**src/hw/rtl/mbsc_pkg.sv**
```systemverilog
package mbsc_pkg;

  localparam int unsigned LANES = 4;

  typedef enum logic [2:0] {
    CFG_BUFFER_LANES  = 3'd0,
    CFG_COMPUTE_LANES = 3'd1,
    CFG_BASE_BIT      = 3'd2,
    CFG_SWEEP_END     = 3'd3,
    CFG_VECTOR_ROWS   = 3'd4,
    CFG_SLICE_LAST    = 3'd5,
    CFG_FETCH_BASE    = 3'd6,
    CFG_MODE_FLAGS    = 3'd7
  } cfg_idx_e;

  typedef enum logic [1:0] {
    LANE_MEM      = 2'd0,
    LANE_MAC      = 2'd1,
    LANE_IDLE_MAC = 2'd2
  } lane_mode_e;

  typedef struct packed {
    logic [2:0] buffer_lanes;
    logic [2:0] compute_lanes;
    logic [5:0] base_bit;
  } lane_cfg_t;

  typedef struct packed {
    logic [7:0]        modes;
    logic [27:0]       bit_ids;
    logic signed [7:0] final_id;
  } lane_setup_t;

endpackage

```
**src/hw/rtl/mbsc_in_if.sv**
```systemverilog
interface mbsc_in_if;
  logic valid;
  logic ready;
  logic start_req;
  logic fetch_done;

  modport source (output valid, output start_req, output fetch_done, input ready);
  modport sink (input valid, input start_req, input fetch_done, output ready);
endinterface

```
**src/hw/rtl/mbsc_out_if.sv**
```systemverilog
interface mbsc_out_if;
  logic              valid;
  logic              ready;
  logic [2:0]        phase;
  logic [4:0]        strobes;
  logic [3:0]        lane_reads;
  logic [2:0]        acc_slot;
  logic [9:0]        sweep_addr;
  logic [9:0]        mem_row;
  logic [9:0]        row_index;
  logic [15:0]       fetch_addr;
  logic [3:0]        slice_index;
  logic [7:0]        lane_modes;
  logic [27:0]       lane_bit_ids;
  logic signed [7:0] final_bit_id;

  modport source (
    output valid, output phase, output strobes, output lane_reads, output acc_slot,
    output sweep_addr, output mem_row, output row_index, output fetch_addr,
    output slice_index, output lane_modes, output lane_bit_ids, output final_bit_id,
    input ready
  );
  modport sink (
    input valid, input phase, input strobes, input lane_reads, input acc_slot,
    input sweep_addr, input mem_row, input row_index, input fetch_addr,
    input slice_index, input lane_modes, input lane_bit_ids, input final_bit_id,
    output ready
  );
endinterface

```
**src/hw/rtl/matrix_bit_slice_controller.sv**
```systemverilog
// Bit-sliced matrix engine controller.
// Input channel in_ch carries one clock tick of the engine per transaction: a
// start request and a vector-fetch-done flag. Each input transaction yields
// exactly one transaction on out_ch with the phase, strobes, pointers and the
// latched lane setup after that tick.
// Configuration is written through cfg_we_i / cfg_idx_i / cfg_data_i, one
// register per cycle, and is sampled only when a start request is taken in
// idle.
// The result is registered and shows on out_ch the cycle after its input is
// taken. One transaction per cycle unless out_ch stalls; the next state and
// result come from one pass of logic between the state and output registers.
// When the receiver stalls, the output register holds its result and in_ch
// stays ready only if that result is taken in the same cycle.
// Reset (rst_ni low) returns the controller to idle, clears all pointers,
// sets cache mode and restores configuration defaults (32-bit accumulators).
module matrix_bit_slice_controller #(
  parameter int unsigned ACC_SLOTS = 8,
  parameter int unsigned ADDR_BITS = 10
) (
  input  logic              clk_i,
  input  logic              rst_ni,
  input  logic              cfg_we_i,
  input  mbsc_pkg::cfg_idx_e cfg_idx_i,
  input  logic [15:0]       cfg_data_i,
  mbsc_in_if.sink           in_ch,
  mbsc_out_if.source        out_ch
);

  localparam int unsigned SLOT_W = (ACC_SLOTS > 1) ? $clog2(ACC_SLOTS) : 1;
  localparam logic [SLOT_W-1:0] SLOT_LAST = SLOT_W'(ACC_SLOTS - 1);
  localparam logic [SLOT_W:0]   SLOT_MOD  = (SLOT_W + 1)'(ACC_SLOTS);

  typedef enum logic [2:0] {
    PH_IDLE  = 3'd0,
    PH_WAIT  = 3'd1,
    PH_PRE   = 3'd2,
    PH_ACC   = 3'd3,
    PH_POST  = 3'd4,
    PH_CHECK = 3'd5
  } phase_e;

  logic [2:0]  cfg_buf_q, cfg_comp_q;
  logic        cfg_mode_q;
  logic [5:0]  cfg_base_q;
  logic [9:0]  cfg_end_q, cfg_rows_q;
  logic [3:0]  cfg_last_q;
  logic [15:0] cfg_fetch_q;

  always_ff @(posedge clk_i or negedge rst_ni) begin
    if (!rst_ni) begin
      cfg_buf_q   <= '0;
      cfg_comp_q  <= '0;
      cfg_base_q  <= '0;
      cfg_end_q   <= '0;
      cfg_rows_q  <= '0;
      cfg_last_q  <= '0;
      cfg_fetch_q <= '0;
      cfg_mode_q  <= 1'b1;
    end else if (cfg_we_i) begin
      case (cfg_idx_i)
        mbsc_pkg::CFG_BUFFER_LANES:  cfg_buf_q   <= cfg_data_i[2:0];
        mbsc_pkg::CFG_COMPUTE_LANES: cfg_comp_q  <= cfg_data_i[2:0];
        mbsc_pkg::CFG_BASE_BIT:      cfg_base_q  <= cfg_data_i[5:0];
        mbsc_pkg::CFG_SWEEP_END:     cfg_end_q   <= cfg_data_i[9:0];
        mbsc_pkg::CFG_VECTOR_ROWS:   cfg_rows_q  <= cfg_data_i[9:0];
        mbsc_pkg::CFG_SLICE_LAST:    cfg_last_q  <= cfg_data_i[3:0];
        mbsc_pkg::CFG_FETCH_BASE:    cfg_fetch_q <= cfg_data_i;
        mbsc_pkg::CFG_MODE_FLAGS:    cfg_mode_q  <= cfg_data_i[0];
        default: ;
      endcase
    end
  end

  mbsc_pkg::lane_cfg_t   lane_cfg;
  mbsc_pkg::lane_setup_t new_setup;

  assign lane_cfg = '{buffer_lanes: cfg_buf_q, compute_lanes: cfg_comp_q,
                      base_bit: cfg_base_q};

  mbsc_lane_setup u_lane_setup (
    .cfg_i   (lane_cfg),
    .setup_o (new_setup)
  );

  phase_e                phase_q, phase_d;
  logic [ADDR_BITS-1:0]  sweep_q, sweep_d, mem_row_q, mem_row_d, lat_end_q, lat_end_d;
  logic [9:0]            row_q, row_d, lat_rows_q, lat_rows_d;
  logic [15:0]           fetch_q, fetch_d;
  logic [3:0]            slice_q, slice_d, lat_last_q, lat_last_d;
  logic [SLOT_W-1:0]     slot_q, slot_d, slot_adv;
  logic [SLOT_W:0]       slot_sum;
  logic                  first_q, first_d, skip_q, skip_d, cache_q, cache_d;
  logic                  mrd_pend_q, mrd_pend_d, acc_pend_q, acc_pend_d;
  logic                  rd_valid, acc32_q, acc32_d;
  mbsc_pkg::lane_setup_t setup_q, setup_d;

  logic                  w_acc, w_mwr, w_mrd, slot_end, last_row;
  logic [3:0]            lane_rd;
  logic [ADDR_BITS+9:0]  sweep_ext, mem_row_ext;
  logic [ADDR_BITS+9:0]  end_ext;
  logic [SLOT_W+2:0]     slot_ext;

  logic                  out_valid_q;
  logic                  in_acc;

  assign end_ext = {{ADDR_BITS{1'b0}}, cfg_end_q};

  always_comb begin
    slot_sum = {1'b0, slot_q} + (acc32_q ? (SLOT_W + 1)'(2) : (SLOT_W + 1)'(1));
    if (slot_sum >= SLOT_MOD) begin
      slot_sum = slot_sum - SLOT_MOD;
    end
    slot_adv = acc_pend_q ? slot_sum[SLOT_W-1:0] : slot_q;
  end

  always_comb begin
    phase_d    = phase_q;
    sweep_d    = sweep_q;
    mem_row_d  = mem_row_q;
    row_d      = row_q;
    fetch_d    = fetch_q;
    slice_d    = slice_q;
    slot_d     = slot_adv;
    first_d    = first_q;
    skip_d     = skip_q;
    cache_d    = cache_q;
    lat_end_d  = lat_end_q;
    lat_rows_d = lat_rows_q;
    lat_last_d = lat_last_q;
    acc32_d    = acc32_q;
    setup_d    = setup_q;
    rd_valid   = mrd_pend_q;
    w_acc      = 1'b0;
    w_mwr      = 1'b0;
    w_mrd      = 1'b0;
    lane_rd    = '0;
    slot_end   = (slot_adv == SLOT_LAST);
    last_row   = (row_q == lat_rows_q);

    case (phase_q)
      PH_WAIT: begin
        if (in_ch.fetch_done) begin
          row_d   = row_q + 10'd1;
          fetch_d = fetch_q + 16'd1;
          phase_d = skip_q ? PH_ACC : PH_PRE;
          skip_d  = 1'b0;
        end
      end
      PH_PRE: begin
        if (!first_q) begin
          w_mrd     = 1'b1;
          mem_row_d = mem_row_q + ADDR_BITS'(1);
        end
        phase_d = PH_ACC;
      end
      PH_ACC: begin
        w_acc = 1'b1;
        for (int i = 0; i < mbsc_pkg::LANES; i++) begin
          lane_rd[i] = (setup_q.modes[2*i +: 2] == mbsc_pkg::LANE_MAC);
        end
        if (slot_end && (sweep_q != '0)) begin
          w_mwr = 1'b1;
          if (!first_q) begin
            w_mrd     = 1'b1;
            mem_row_d = mem_row_q + ADDR_BITS'(1);
          end
        end
        if (sweep_q == lat_end_q) begin
          sweep_d = '0;
          phase_d = PH_POST;
        end else begin
          sweep_d = sweep_q + ADDR_BITS'(1);
        end
      end
      PH_POST: begin
        if (slot_end) begin
          w_mwr = 1'b1;
        end else if (last_row) begin
          w_mwr  = 1'b1;
          slot_d = acc32_q ? SLOT_W'(1) : '0;
          skip_d = 1'b0;
        end else begin
          skip_d = 1'b1;
        end
        phase_d = PH_CHECK;
      end
      PH_CHECK: begin
        phase_d = PH_WAIT;
        if (last_row) begin
          row_d     = '0;
          sweep_d   = '0;
          mem_row_d = '0;
          if (slice_q == lat_last_q) begin
            cache_d = 1'b1;
            phase_d = PH_IDLE;
          end else begin
            slice_d = slice_q + 4'd1;
            first_d = 1'b0;
          end
        end
      end
      PH_IDLE: begin
        if (in_ch.start_req) begin
          lat_end_d  = end_ext[ADDR_BITS-1:0];
          sweep_d    = '0;
          setup_d    = new_setup;
          acc32_d    = cfg_mode_q;
          lat_rows_d = cfg_rows_q;
          lat_last_d = cfg_last_q;
          fetch_d    = cfg_fetch_q;
          cache_d    = 1'b0;
          row_d      = '0;
          slice_d    = '0;
          first_d    = 1'b1;
          slot_d     = cfg_mode_q ? SLOT_W'(1) : '0;
          mem_row_d  = '0;
          phase_d    = PH_WAIT;
        end
      end
      default: begin
        phase_d = PH_IDLE;
      end
    endcase

    mrd_pend_d = w_mrd;
    acc_pend_d = w_acc;
  end

  assign sweep_ext   = {10'b0, sweep_d};
  assign mem_row_ext = {10'b0, mem_row_d};
  assign slot_ext    = {3'b0, slot_d};

  assign in_ch.ready  = !out_valid_q || out_ch.ready;
  assign in_acc       = in_ch.valid && in_ch.ready;
  assign out_ch.valid = out_valid_q;

  always_ff @(posedge clk_i or negedge rst_ni) begin
    if (!rst_ni) begin
      phase_q             <= PH_IDLE;
      sweep_q             <= '0;
      mem_row_q           <= '0;
      row_q               <= '0;
      fetch_q             <= '0;
      slice_q             <= '0;
      slot_q              <= '0;
      first_q             <= 1'b1;
      skip_q              <= 1'b0;
      cache_q             <= 1'b1;
      mrd_pend_q          <= 1'b0;
      acc_pend_q          <= 1'b0;
      lat_end_q           <= '0;
      lat_rows_q          <= '0;
      lat_last_q          <= '0;
      acc32_q             <= 1'b1;
      setup_q             <= '0;
      out_valid_q         <= 1'b0;
      out_ch.phase        <= '0;
      out_ch.strobes      <= '0;
      out_ch.lane_reads   <= '0;
      out_ch.acc_slot     <= '0;
      out_ch.sweep_addr   <= '0;
      out_ch.mem_row      <= '0;
      out_ch.row_index    <= '0;
      out_ch.fetch_addr   <= '0;
      out_ch.slice_index  <= '0;
      out_ch.lane_modes   <= '0;
      out_ch.lane_bit_ids <= '0;
      out_ch.final_bit_id <= '0;
    end else if (in_acc) begin
      phase_q             <= phase_d;
      sweep_q             <= sweep_d;
      mem_row_q           <= mem_row_d;
      row_q               <= row_d;
      fetch_q             <= fetch_d;
      slice_q             <= slice_d;
      slot_q              <= slot_d;
      first_q             <= first_d;
      skip_q              <= skip_d;
      cache_q             <= cache_d;
      mrd_pend_q          <= mrd_pend_d;
      acc_pend_q          <= acc_pend_d;
      lat_end_q           <= lat_end_d;
      lat_rows_q          <= lat_rows_d;
      lat_last_q          <= lat_last_d;
      acc32_q             <= acc32_d;
      setup_q             <= setup_d;
      out_valid_q         <= 1'b1;
      out_ch.phase        <= phase_d;
      out_ch.strobes      <= {cache_d, rd_valid, w_mrd, w_mwr, w_acc};
      out_ch.lane_reads   <= lane_rd;
      out_ch.acc_slot     <= slot_ext[2:0];
      out_ch.sweep_addr   <= sweep_ext[9:0];
      out_ch.mem_row      <= mem_row_ext[9:0];
      out_ch.row_index    <= row_d;
      out_ch.fetch_addr   <= fetch_d;
      out_ch.slice_index  <= slice_d;
      out_ch.lane_modes   <= setup_d.modes;
      out_ch.lane_bit_ids <= setup_d.bit_ids;
      out_ch.final_bit_id <= setup_d.final_id;
    end else if (out_ch.ready) begin
      out_valid_q         <= 1'b0;
    end
  end

endmodule

```
**src/hw/rtl/mbsc_lane_setup.sv**
```systemverilog
module mbsc_lane_setup (
  input  mbsc_pkg::lane_cfg_t   cfg_i,
  output mbsc_pkg::lane_setup_t setup_o
);

  logic [3:0] work;
  logic [3:0] sum;
  mbsc_pkg::lane_mode_e mode [mbsc_pkg::LANES];

  assign sum  = {1'b0, cfg_i.buffer_lanes} + {1'b0, cfg_i.compute_lanes};
  assign work = (sum == 4'd0) ? 4'd4 : sum;

  always_comb begin
    mode[0] = mbsc_pkg::LANE_MEM;
    mode[1] = (cfg_i.buffer_lanes > 3'd1) ? mbsc_pkg::LANE_MEM : mbsc_pkg::LANE_MAC;
    if (cfg_i.buffer_lanes > 3'd2) begin
      mode[2] = mbsc_pkg::LANE_MEM;
    end else if (work <= 4'd2) begin
      mode[2] = mbsc_pkg::LANE_IDLE_MAC;
    end else begin
      mode[2] = mbsc_pkg::LANE_MAC;
    end
    mode[3] = (work <= 4'd3) ? mbsc_pkg::LANE_IDLE_MAC : mbsc_pkg::LANE_MAC;
  end

  always_comb begin
    setup_o.modes   = '0;
    setup_o.bit_ids = '0;
    for (int i = 0; i < mbsc_pkg::LANES; i++) begin
      setup_o.modes[2*i +: 2] = mode[i];
      if (3'(i) >= cfg_i.buffer_lanes) begin
        setup_o.bit_ids[7*i +: 7] = {1'b0, cfg_i.base_bit} + 7'(i)
                                    - {4'b0, cfg_i.buffer_lanes};
      end
    end
    setup_o.final_id = $signed({2'b0, cfg_i.base_bit} + {5'b0, cfg_i.compute_lanes} - 8'd1);
  end

endmodule

```
**src/flat_wrapper.sv**
```systemverilog
// flat-port wrapper written by rule: the top's interface ports become plain ports
module matrix_bit_slice_controller_flat 
#(
  parameter int unsigned ACC_SLOTS = 8,
  parameter int unsigned ADDR_BITS = 10
)
  (clk_i, rst_ni, cfg_we_i, cfg_idx_i, cfg_data_i, in_ch_valid, in_ch_start_req, in_ch_fetch_done, in_ch_ready, out_ch_valid, out_ch_phase, out_ch_strobes, out_ch_lane_reads, out_ch_acc_slot, out_ch_sweep_addr, out_ch_mem_row, out_ch_row_index, out_ch_fetch_addr, out_ch_slice_index, out_ch_lane_modes, out_ch_lane_bit_ids, out_ch_final_bit_id, out_ch_ready);
  mbsc_in_if in_ch_i ();
  mbsc_out_if out_ch_i ();
  input  logic clk_i;
  input  logic rst_ni;
  input  logic cfg_we_i;
  input  mbsc_pkg::cfg_idx_e cfg_idx_i;
  input  logic [15:0] cfg_data_i;
  input wire logic [$bits(in_ch_i.valid)-1:0] in_ch_valid;
  input wire logic [$bits(in_ch_i.start_req)-1:0] in_ch_start_req;
  input wire logic [$bits(in_ch_i.fetch_done)-1:0] in_ch_fetch_done;
  output wire logic [$bits(in_ch_i.ready)-1:0] in_ch_ready;
  output wire logic [$bits(out_ch_i.valid)-1:0] out_ch_valid;
  output wire logic [$bits(out_ch_i.phase)-1:0] out_ch_phase;
  output wire logic [$bits(out_ch_i.strobes)-1:0] out_ch_strobes;
  output wire logic [$bits(out_ch_i.lane_reads)-1:0] out_ch_lane_reads;
  output wire logic [$bits(out_ch_i.acc_slot)-1:0] out_ch_acc_slot;
  output wire logic [$bits(out_ch_i.sweep_addr)-1:0] out_ch_sweep_addr;
  output wire logic [$bits(out_ch_i.mem_row)-1:0] out_ch_mem_row;
  output wire logic [$bits(out_ch_i.row_index)-1:0] out_ch_row_index;
  output wire logic [$bits(out_ch_i.fetch_addr)-1:0] out_ch_fetch_addr;
  output wire logic [$bits(out_ch_i.slice_index)-1:0] out_ch_slice_index;
  output wire logic [$bits(out_ch_i.lane_modes)-1:0] out_ch_lane_modes;
  output wire logic [$bits(out_ch_i.lane_bit_ids)-1:0] out_ch_lane_bit_ids;
  output wire logic [$bits(out_ch_i.final_bit_id)-1:0] out_ch_final_bit_id;
  input wire logic [$bits(out_ch_i.ready)-1:0] out_ch_ready;
  assign in_ch_i.valid = in_ch_valid;
  assign in_ch_i.start_req = in_ch_start_req;
  assign in_ch_i.fetch_done = in_ch_fetch_done;
  assign in_ch_ready = in_ch_i.ready;
  assign out_ch_valid = out_ch_i.valid;
  assign out_ch_phase = out_ch_i.phase;
  assign out_ch_strobes = out_ch_i.strobes;
  assign out_ch_lane_reads = out_ch_i.lane_reads;
  assign out_ch_acc_slot = out_ch_i.acc_slot;
  assign out_ch_sweep_addr = out_ch_i.sweep_addr;
  assign out_ch_mem_row = out_ch_i.mem_row;
  assign out_ch_row_index = out_ch_i.row_index;
  assign out_ch_fetch_addr = out_ch_i.fetch_addr;
  assign out_ch_slice_index = out_ch_i.slice_index;
  assign out_ch_lane_modes = out_ch_i.lane_modes;
  assign out_ch_lane_bit_ids = out_ch_i.lane_bit_ids;
  assign out_ch_final_bit_id = out_ch_i.final_bit_id;
  assign out_ch_i.ready = out_ch_ready;
  matrix_bit_slice_controller #(.ACC_SLOTS(ACC_SLOTS), .ADDR_BITS(ADDR_BITS)) u_core (.clk_i(clk_i), .rst_ni(rst_ni), .cfg_we_i(cfg_we_i), .cfg_idx_i(cfg_idx_i), .cfg_data_i(cfg_data_i), .in_ch(in_ch_i), .out_ch(out_ch_i));
endmodule
```
**config.mk**
```make
export PLATFORM = sky130hd
export DESIGN_NAME = matrix_bit_slice_controller_flat
export DESIGN_NICKNAME = d
export VERILOG_FILES = /design/src/hw/rtl/mbsc_pkg.sv /design/src/hw/rtl/mbsc_in_if.sv /design/src/hw/rtl/mbsc_out_if.sv /design/src/hw/rtl/matrix_bit_slice_controller.sv /design/src/hw/rtl/mbsc_lane_setup.sv /design/src/flat_wrapper.sv
export SDC_FILE = /design/constraint.sdc
export NUM_CORES = 1
export LEC_CHECK = 0
export BUFFER_PORTS_ARGS = -buffer_cell sky130_fd_sc_hd__buf_2
export CAP_MARGIN = 20
export CORE_AREA = 10 10 168 170
export CTS_CLUSTER_DIAMETER = 100
export DETAILED_ROUTE_END_ITERATION = 16
export DIE_AREA = 0 0 178 180
export GPL_ROUTABILITY_DRIVEN = 0
export PLACE_DENSITY = 0.62
export REMOVE_ABC_BUFFERS = 1
export SYNTH_ARGS = -nofsm -noshare
export SYNTH_HDL_FRONTEND = slang
export SYNTH_HIERARCHICAL = 1
export SYNTH_SLANG_ARGS = --single-unit
```
**constraint.sdc**
```tcl
create_clock -name clk_i -period 3.1 [get_ports clk_i]
set_input_delay 0.775 -clock clk_i [delete_from_list [all_inputs] [get_ports clk_i]]
set_output_delay 0.775 -clock clk_i [all_outputs]
set_load 0.01 [all_outputs]
```
==> results of run 1 <==
critical path, cell delays in order (launching register included):
cell       delay, ns
dfstp_2         0.54
inv_1           0.06
ha_1            0.20
fa_1            0.42
xnor2_1         0.14
o21ai_0         0.34
nand3_1         0.24
o2bb2ai_2       0.24
or2_1           0.29
o41ai_2         0.28
through the flow:
stage	util (%)	power [mW]	std cells	setup WS, ns	cell area [sq um]
floorplan	-	6.73	1023	-0.944	9820
CTS	47.2	10.5	1543	0.272	11800
detailed placement	44.8	8.23	1511	0.300	11200
finish	47.2	10.4	1545	0.255	11800
global route	47.2	11.2	1544	0.0861	11800
global placement	44.8	8.14	1511	0.397	11200
registers in the layout, summed over array words and instances, names as in the netlist, 5 cells and up:
register,cells
u_core/cfg_rows_q,10
u_core/lat_rows_q,10
u_core/cfg_base_q,6
u_core/lat_end_q,10
u_core/fetch_q,16
u_core/sweep_q,10
u_core/cfg_end_q,10
u_core/setup_q,44
u_core/row_q,10
u_core/cfg_fetch_q,16
u_core/out_ch.strobes,5
u_core/mem_row_q,10
area by class of cell:
| cell class | instances | area (sq um) |
|---|---|---|
| inverters | 48 | 183 |
| clock buffers | 19 | 443 |
| flip-flops and latches | 191 | 4780 |
| fillers | 2411 | 13100 |
| well taps | 330 | 413 |
| repair buffers | 158 | 905 |
| clock inverters | 13 | 154 |
| diodes | 2 | 5.00 |
| multi-input cells | 784 | 4870 |
worst max path at each step:
| stage | endpoint | slack [ns] |
|---|---|---|
| 6_report | u_core/mem_row_q[3] | 0.25 |
| 5_1_grt | u_core/row_q[2] | 0.09 |
| 2_1_floorplan | u_core/acc32_q | -0.94 |
| 3_3_place_gp | u_core/mem_row_q[3] | 0.40 |
| 4_1_cts | u_core/mem_row_q[3] | 0.27 |
| 3_5_place_dp | u_core/mem_row_q[3] | 0.30 |
power groups by stage:
stage          Combinational [mW]  Sequential (mW)  Clock (mW)
5_1_grt                      4.54             4.30        2.41
4_1_cts                      4.06             4.15        2.31
2_1_floorplan                2.49             4.24           0
3_3_place_gp                 3.97             4.17           0
6_report                     4.02             4.14        2.24
3_5_place_dp                 4.04             4.19           0
metal layers:
| layer | global-route usage [%] | share of wire (%) |
|---|---|---|
| met2 | 25.6 | 46 |
| met1 | 22.4 | 47 |
| met4 | 4.04 | 1.1 |
| met3 | 4.46 | 6.1 |
| met5 | 0 | 0.050 |
synthesized netlist by cell type, types with 10 or more instances:
master / n / area [sq um]
mux2_2: 55 / 619
ha_1: 35 / 438
nand2_1: 254 / 953
nor2_1: 53 / 199
nand3_1: 30 / 150
a21o_1: 12 / 90.1
a21oi_1: 58 / 290
o21ai_0: 65 / 325
inv_1: 42 / 158
xnor2_1: 25 / 219
nor3_1: 10 / 50.1
clkbuf_1: 25 / 93.8
and3_1: 13 / 81.3
dfrtp_1: 187 / 4680
buf_2: 12 / 60.1
xor2_1: 18 / 158
nand4_1: 14 / 87.6
kinds of logic after synthesis:
| family | count (synthesis) |
|---|---|
| simple gates | 449 |
| flops | 191 |
| mux | 57 |
| buf+inv | 95 |
| fa+ha+maj | 43 |
| compound gates | 189 |
| xor+xnor | 43 |
| other cells | 1 |
==> metrics.md, run 1 <==
| Metric | Value |
|---|---|
| CTS tree | `yes` |
| R2R Setup Slk | `~0.25 ns` |
| Ys flop type | `dfrtp_1` |
| Ports | `between 100 and 150` |
| Final setup vio count | `0` |
| Status | `complete, no violations` |
| DRT Pass-1 Iters | `5` |
| DP HPWL | `between 15000 and 20000 um` |
| CTS buffer count | `17` |
| Post-CTS sizing | `0` |
| Buffer count from post-CTS setup fixing | `0` |
| CTS Sinks | `approximately 190` |
| First-pass GRT wire length | `between 40000 and 50000 um` |
| Syn Area/Cell | `about 9.4 sq um` |
| Switching share of power | `approximately two fifths` |
| RSZ-0062 raised after global routing | `no` |
| DRT iter0 DRCs | `643` |
| Simple-gate share of the synthesized area | `a little over a fifth` |
| CTS root buffer | `clkbuf_16` |
| Critical path peak fanout | `9` |
| Cell variety after synth | `66` |
| Xor and xnor area share after synthesis | `3.75%` |
| Commonest non-fill, non-tap cells in the layout | `254 x nand2_1, 187 x dfrtp_1, 135 x buf_2, 65 x o21ai_0, 58 x a21oi_1` |
| Combinational share of power | `around two fifths` |
| Vias in the first global route | `7880` |
| Leak | `just under 6 nW` |
| Core Region | `24900 sq um` |
| Final nets | `roughly 1300` |
| Layout cells sized above 1 | `a little under a quarter` |
| Mapped Area | `about 10000 sq um` |
| WP data required | `3.43 ns` |
| Register area share after synthesis | `47.7%` |
| Minimum clock period | `2.85 ns` |
| Tot GR Track Use | `about 17%` |
| Total number of vias | `8024` |
| Final setup skew | `0.0118 ns` |
| Post-synthesis register bit count | `roughly 190` |
| Commonest non-fill, non-tap cell in the layout | `nand2_1` |
| Clk slew on worst S/H paths | `roughly 0.07 ns` |
| Worst IR drop on VDD | `381 uV` |
| WL final | `around 26000 um` |
| RR Endpoint | `u_core/mem_row_q[3]` |
| Highest clock rate | `around 0.35 GHz` |
| Power Internal | `roughly 6.3 mW` |
| Post-synth EDFFs | `0` |
| Clock Path Buffers | `2` |
| YS warnings | `6` |
| Final Hold Slack | `about 0.35 ns` |
| Cell Pwr Density | `slightly below 900 nW/um^2` |
| Arrival @ worst endpoint | `between 3 and 4 ns` |
| Startpoint types | `flip-flop` |
| Worst hold-check path type | `primary input to async pin` |
| Crit Path Class | `flip-flop to flip-flop` |
| FP Rows | `58` |
| Worst Reg-to-Reg Cells | `9` |
| Largest family of logic cells by synthesized area | `simple AND/OR/NAND/NOR gates` |
| Synth Area in Compound Gates | `about 11%` |
| Post-synthesis mux area share | `about 6.4%` |
| CTS hold repair buffers | `0` |
| RR Startpoint | `u_core/acc32_q` |
| Pins Over Slew Limit | `0` |
| Largest net degree at the start of global routing | `71` |
| Antenna violations before repair | `4` |
| Antenna Nets Post-Route | `0` |
| Die Wd | `between 150 and 200 um` |
| Psw | `slightly above 4 mW` |
| Syn Inst Count | `roughly 1100` |
| Wire per inst | `16.9 um` |
| Vias per cell | `5.19` |
| Starting density of the core | `approximately two fifths` |
| Crit share post-route | `91.8%` |
| DRC | `0` |
| Max-cap violations | `0` |
| Worst-Skew Late Latency | `approximately 0.43 ns` |
| Final Hold Vio Count | `0` |
| Worst-Margin Slew | `between 0.7 and 0.8 ns` |
| Overall overflow remaining after global route | `0` |
| Post-synth ARST share | `100%` |
| Area grow syn2layout | `17.1%` |
| H-tree Lvls | `4` |
| Clock network fraction of total power | `21.5%` |
| Setup Total Neg Slack | `0 ns` |
| Die Area | `between 30000 and 40000 sq um` |
| Synthesized-area fraction occupied by adder cells | `about 6.0%` |
| CP Launch Point | `u_core/acc32_q` |
| Die H | `180 um` |
| Rel. slew slack | `47.3%` |
| PortBufs | `about 140` |
| Power share of the sequential group | `around two fifths` |
| Worst setup EP type | `flip-flop` |
(Power assumes the default switching activity.)
==> run 2, diff against run 1 <==
clock period = 2.8 ns   (was 3.1 ns; I/O delays follow)
==> metrics.md, run 2 (synthesis results as in run 1) <==
| Metric | Value |
|---|---|
| DRC | `0` |
| WL final | `~26000 um` |
| Biggest register | `u_core/setup_q` |
| Max stage delay on crit path | `around 0.55 ns` |
| DRT Pass-1 Iters | `6` |
| Ports | `between 100 and 150` |
| Post-Place Worst Slack | `-0.0384 ns` |
| Crit path max-delay family | `compound AO/OA/AOI/OAI gates` |
| FP Rows | `58` |
| Final setup skew | `about 0.013 ns` |
| Max reg flops | `44` |
| First-pass GRT wire length | `approximately 43000 um` |
| DRT iter0 DRCs | `478` |
| Critical path peak fanout | `9` |
| Crit share post-route | `a little over nine tenths` |
| Final nets | `1273` |
| Crit Path Class | `flip-flop to flip-flop` |
| Arrival @ worst endpoint | `about 3.0 ns` |
| Setup WS post-layout | `around 0.12 ns` |
| Core Region | `roughly 25000 sq um` |
| Worst path cell trace | `inv_1, ha_1, fa_1, xnor2_1, o21ai_2, nand3_1, o2bb2ai_2, or2_1, o41ai_2` |
| Status | `complete, no violations` |
| CTS tree | `yes` |
| PortBufs | `~140` |
| Pins Over Slew Limit | `0` |
| Highest clock rate | `roughly 0.37 GHz` |
| Vias in the first global route | `~8000` |
| Clk slew on worst S/H paths | `~0.070 ns` |
| Vias per cell | `5.23` |
| Startpoint types | `flip-flop` |
| DP HPWL | `~19000 um` |
| Worst IR drop on VDD | `around 430 uV` |
| Antenna Nets Post-Route | `0` |
| Die Wd | `between 150 and 200 um` |
| Total number of vias | `8096` |
| Layout cells sized above 1 | `approximately 23%` |
| Final setup vio count | `0` |
| Buf+Inv Stages, Crit Path | `1` |
| Commonest non-fill, non-tap cell in the layout | `nand2_1` |
| Worst hold-check path type | `primary input to async pin` |
| Cell Pwr Density | `980 nW/um^2` |
| Max-cap violations | `0` |
| CTS root buffer | `clkbuf_16` |
| Reg area | `between 4000 and 5000 sq um` |
| Final Hold Vio Count | `0` |
| Area of the multi-input gates | `4870 sq um` |
| Area grow syn2layout | `17.5%` |
| Starting density of the core | `about two fifths` |
| Fill cells | `roughly 2500` |
| Worst-Margin Slew | `just under 0.7 ns` |
| CTS Sinks | `between 150 and 200` |
| Die H | `approximately 180 um` |
| Top flop regs | `u_core/setup_q x44, u_core/cfg_fetch_q x16, u_core/fetch_q x16` |
| Minimum clock period | `between 2 and 3 ns` |
| Die Area | `32000 sq um` |
| Commonest non-fill, non-tap cells in the layout | `254 x nand2_1, 187 x dfrtp_1, 135 x buf_2, 64 x o21ai_0, 58 x a21oi_1` |
| Largest net degree at the start of global routing | `55` |
| Worst-Skew Late Latency | `between 0.4 and 0.5 ns` |
| Tot GR Track Use | `between 10% and 20%` |
| Leak | `approximately 5.9 nW` |
| Setup Total Neg Slack | `0 ns` |
| Wire per inst | `16.8 um` |
| Overall overflow remaining after global route | `0` |
| Rel. slew slack | `a little over half` |
| Slowest CP cell | `dfstp_2` |
| Antenna violations before repair | `3` |
| CTS buffer count | `17` |
| Worst setup EP type | `flip-flop` |
| WP data required | `3.13 ns` |
| H-tree Lvls | `4` |
| Clock Path Buffers | `2` |
run 2: metal layers:
metal,track usage [%],share of wire (%),vias to the layer above
li1,-,-,3896
met1,21.4,45,3943
met4,4.20,1.3,2
met2,25.8,47,228
met5,0,0.050,-
met3,4.36,6.9,27
run 2: what timing repair did:
item | 4_1_cts | 5_1_grt
buffers inserted | 0 | 0
hold buffers | 0 | 0
endpoints found under the setup margin | 10 | 10
resized for setup | 1 | 1
pin swaps | 0 | 0
run 2: layout make-up:
| cell class | count | area share (%) |
|---|---|---|
| multi-input combinational | 784 | 41.3 |
| sequential | 191 | 40.6 |
| timing repair buffer | 162 | 7.93 |
| clock buffer | 22 | 4.02 |
| tap | 330 | 3.50 |
| inverter | 48 | 1.55 |
| clock inverter | 10 | 1.06 |
| antenna | 2 | 0.0424 |
run 2: worst paths after layout:
check | end | startpoint | slack [ns] | cells past startpoint
worst min register to register | u_core/lat_last_q[0] | u_core/cfg_last_q[0] | 0.46 | 2
worst min-delay path | u_core/sweep_q[6] | rst_ni | 0.24 | 1
worst max register to register | u_core/mem_row_q[3] | u_core/acc32_q | 0.12 | 9
worst max-delay path | u_core/mem_row_q[3] | u_core/acc32_q | 0.12 | 9
min in group clk_i | u_core/lat_last_q[0] | u_core/cfg_last_q[0] | 0.46 | 2
max in group asynchronous | u_core/first_q | rst_ni | 1.88 | 2
run 2: per-stage QoR:
step | total power, mW | utilization [%] | cell area, sq um | hold WS (ns) | std cells
2_1_floorplan | 7.45 | - | 9820 | 0.404 | 1023
3_3_place_gp | 9.04 | 44.9 | 11200 | 0.449 | 1515
3_5_place_dp | 9.15 | 44.9 | 11200 | 0.449 | 1515
4_1_cts | 11.7 | 47.3 | 11800 | 0.241 | 1547
5_1_grt | 12.5 | 47.4 | 11800 | 0.252 | 1547
6_report | 11.6 | 47.4 | 11800 | 0.235 | 1549
run 2: worst reg2reg max path, cell delays in order (launching register included):
cell       delay, ns
dfstp_2         0.55
inv_1           0.07
ha_1            0.19
fa_1            0.42
xnor2_1         0.17
o21ai_2         0.18
nand3_1         0.18
o2bb2ai_2       0.24
or2_1           0.30
o41ai_2         0.29
run 2: power by group:
part           internal, mW  total [mW]  leakage, nW  switching, mW
sequential             3.69        4.54         2.43          0.849
clock                  1.40        2.47        0.297           1.07
combinational          1.94        4.55         3.12           2.61
==> run 3, diff against run 2 <==
clock period = 3.2 ns   (was 2.8 ns; I/O delays follow)
==> metrics.md, run 3 (synthesis results as in run 1) <==
| Metric | Value |
|---|---|
| Vias per cell | `just over 5` |
| DRC | `0` |
| Placed Instance Area | `11200 sq um` |
| Max-cap violations | `0` |
| Die Area | `between 30000 and 40000 sq um` |
| H-tree Lvls | `4` |
| Antenna Nets Post-Route | `0` |
| Final setup vio count | `0` |
| Biggest register | `u_core/setup_q` |
| Max stage delay on crit path | `around 0.55 ns` |
| Grt met2 use | `26.5%` |
| Final nets | `around 1300` |
| CTS Sinks | `approximately 190` |
| Rel. slew slack | `a little over a third` |
| CTS buffer count | `17` |
| Die H | `about 180 um` |
| Worst hold-check path type | `primary input to async pin` |
| Worst path cell trace | `inv_1, ha_1, fa_1, xnor2_1, o21ai_0, nand3_1, o2bb2ai_2, or2_1, o41ai_2` |
| Layout cells sized above 1 | `22.2%` |
| Startpoint types | `flip-flop` |
| DP HPWL | `19200 um` |
| FP Rows | `58` |
| Max reg flops | `44` |
| Worst-Skew Late Latency | `about 0.43 ns` |
| Clock Path Buffers | `2` |
| Commonest non-fill, non-tap cells in the layout | `254 x nand2_1, 187 x dfrtp_1, 135 x buf_2, 65 x o21ai_0, 58 x a21oi_1` |
| Die Wd | `178 um` |
| Buffer count from post-CTS setup fixing | `0` |
| Crit share post-route | `between 80% and 90%` |
| Clk slew on worst S/H paths | `0.07 ns` |
| Antenna violations before repair | `4` |
| Slowest CP cell | `dfstp_2` |
| WL final | `~26000 um` |
| Top flop regs | `u_core/setup_q x44, u_core/cfg_fetch_q x16, u_core/fetch_q x16` |
| Pins Over Slew Limit | `0` |
| CTS hold repair buffers | `0` |
| GR met1 Demand/Resource | `21.5%` |
| Tot GR Track Use | `16.5%` |
| Status | `complete, no violations` |
| Highest clock rate | `approximately 0.36 GHz` |
| Cell Pwr Density | `around 850 nW/um^2` |
| DRT Pass-1 Iters | `5` |
| CTS tree | `yes` |
| Final instance area | `roughly 12000 sq um` |
| Worst IR drop on VDD | `between 300 and 400 uV` |
| Commonest non-fill, non-tap cell in the layout | `nand2_1` |
| Worst-Margin Slew | `around 0.95 ns` |
| Final Non-Filler Cells | `1543` |
| Grt met3 use | `about 4.3%` |
| Leak | `just under 6 nW` |
| WP data required | `3.53 ns` |
| Final setup skew | `between 0.015 and 0.02 ns` |
| Placed cell count | `around 1500` |
| Total number of vias | `about 8000` |
| Post-CTS sizing | `0` |
| Layout Utilization | `a little under half` |
| Minimum clock period | `approximately 2.8 ns` |
| Core Region | `~25000 sq um` |
| Largest net degree at the start of global routing | `between 60 and 70` |
| DRT iter0 DRCs | `between 600 and 700` |
| Setup Total Neg Slack | `0 ns` |
| Worst setup EP type | `flip-flop` |
| Ports | `137` |
| Most used routing layer | `met2` |
| Overall Power | `around 9.9 mW` |
| Critical path peak fanout | `9` |
| First-pass GRT wire length | `roughly 43000 um` |
| Starting density of the core | `about two fifths` |
| Crit Path Class | `flip-flop to flip-flop` |
| Overall overflow remaining after global route | `0` |
| Final Hold Vio Count | `0` |
| CTS root buffer | `clkbuf_16` |
| Vias in the first global route | `~8000` |
| Arrival @ worst endpoint | `3.14 ns` |
| PortBufs | `136` |
| RSZ-0062 raised after global routing | `no` |
| Area grow syn2layout | `16.7%` |
| Wire per inst | `about 17 um` |
run 3: worst paths after layout:
| path | startpoint | to | slack, ns | depth (start not counted) |
|---|---|---|---|---|
| min in group clk_i | u_core/cfg_end_q[5] | u_core/lat_end_q[5] | 0.46 | 2 |
| max | u_core/acc32_q | u_core/mem_row_q[3] | 0.39 | 9 |
| min | rst_ni | u_core/sweep_q[5] | 0.31 | 1 |
| max reg2reg | u_core/acc32_q | u_core/mem_row_q[3] | 0.39 | 9 |
| max in group asynchronous | rst_ni | u_core/cfg_rows_q[3] | 2.08 | 2 |
| min reg2reg | u_core/cfg_end_q[5] | u_core/lat_end_q[5] | 0.46 | 2 |
run 3: routing by layer:
metal	vias to the layer above	share of wire, %
met5	-	0.050
li1	3895	-
met3	22	5.9
met4	2	1.4
met2	175	46
met1	3863	46
run 3: worst max-delay path, delay by kind of cell (launching register included):
kind            cells  cell delay, ns
flops               1            0.55
xor+xnor            1            0.15
buf+inv             1            0.07
simple gates        2            0.51
fa+ha+maj           2            0.62
compound gates      3            0.81
run 3: layout make-up:
cell class	instances	area, sq um
Fill cell	2404	13200
Multi-Input combinational cell	784	4870
Sequential cell	191	4780
Timing Repair Buffer	155	907
Clock buffer	21	440
Tap cell	330	413
Inverter	48	183
Clock inverter	11	108
Antenna cell	3	7.51
run 3: stage by stage:
stage	worst slack (ns)	hold WS, ns
6_report	0.391	0.311
4_1_cts	0.402	0.322
3_3_place_gp	0.512	0.444
2_1_floorplan	-0.869	0.433
5_1_grt	0.233	0.324
3_5_place_dp	0.441	0.444
run 3: report_power, final:
group | total, mW | switching [mW] | internal (mW)
clock | 2.02 | 0.939 | 1.09
sequential | 4.01 | 0.781 | 3.23
combinational | 3.90 | 2.24 | 1.67
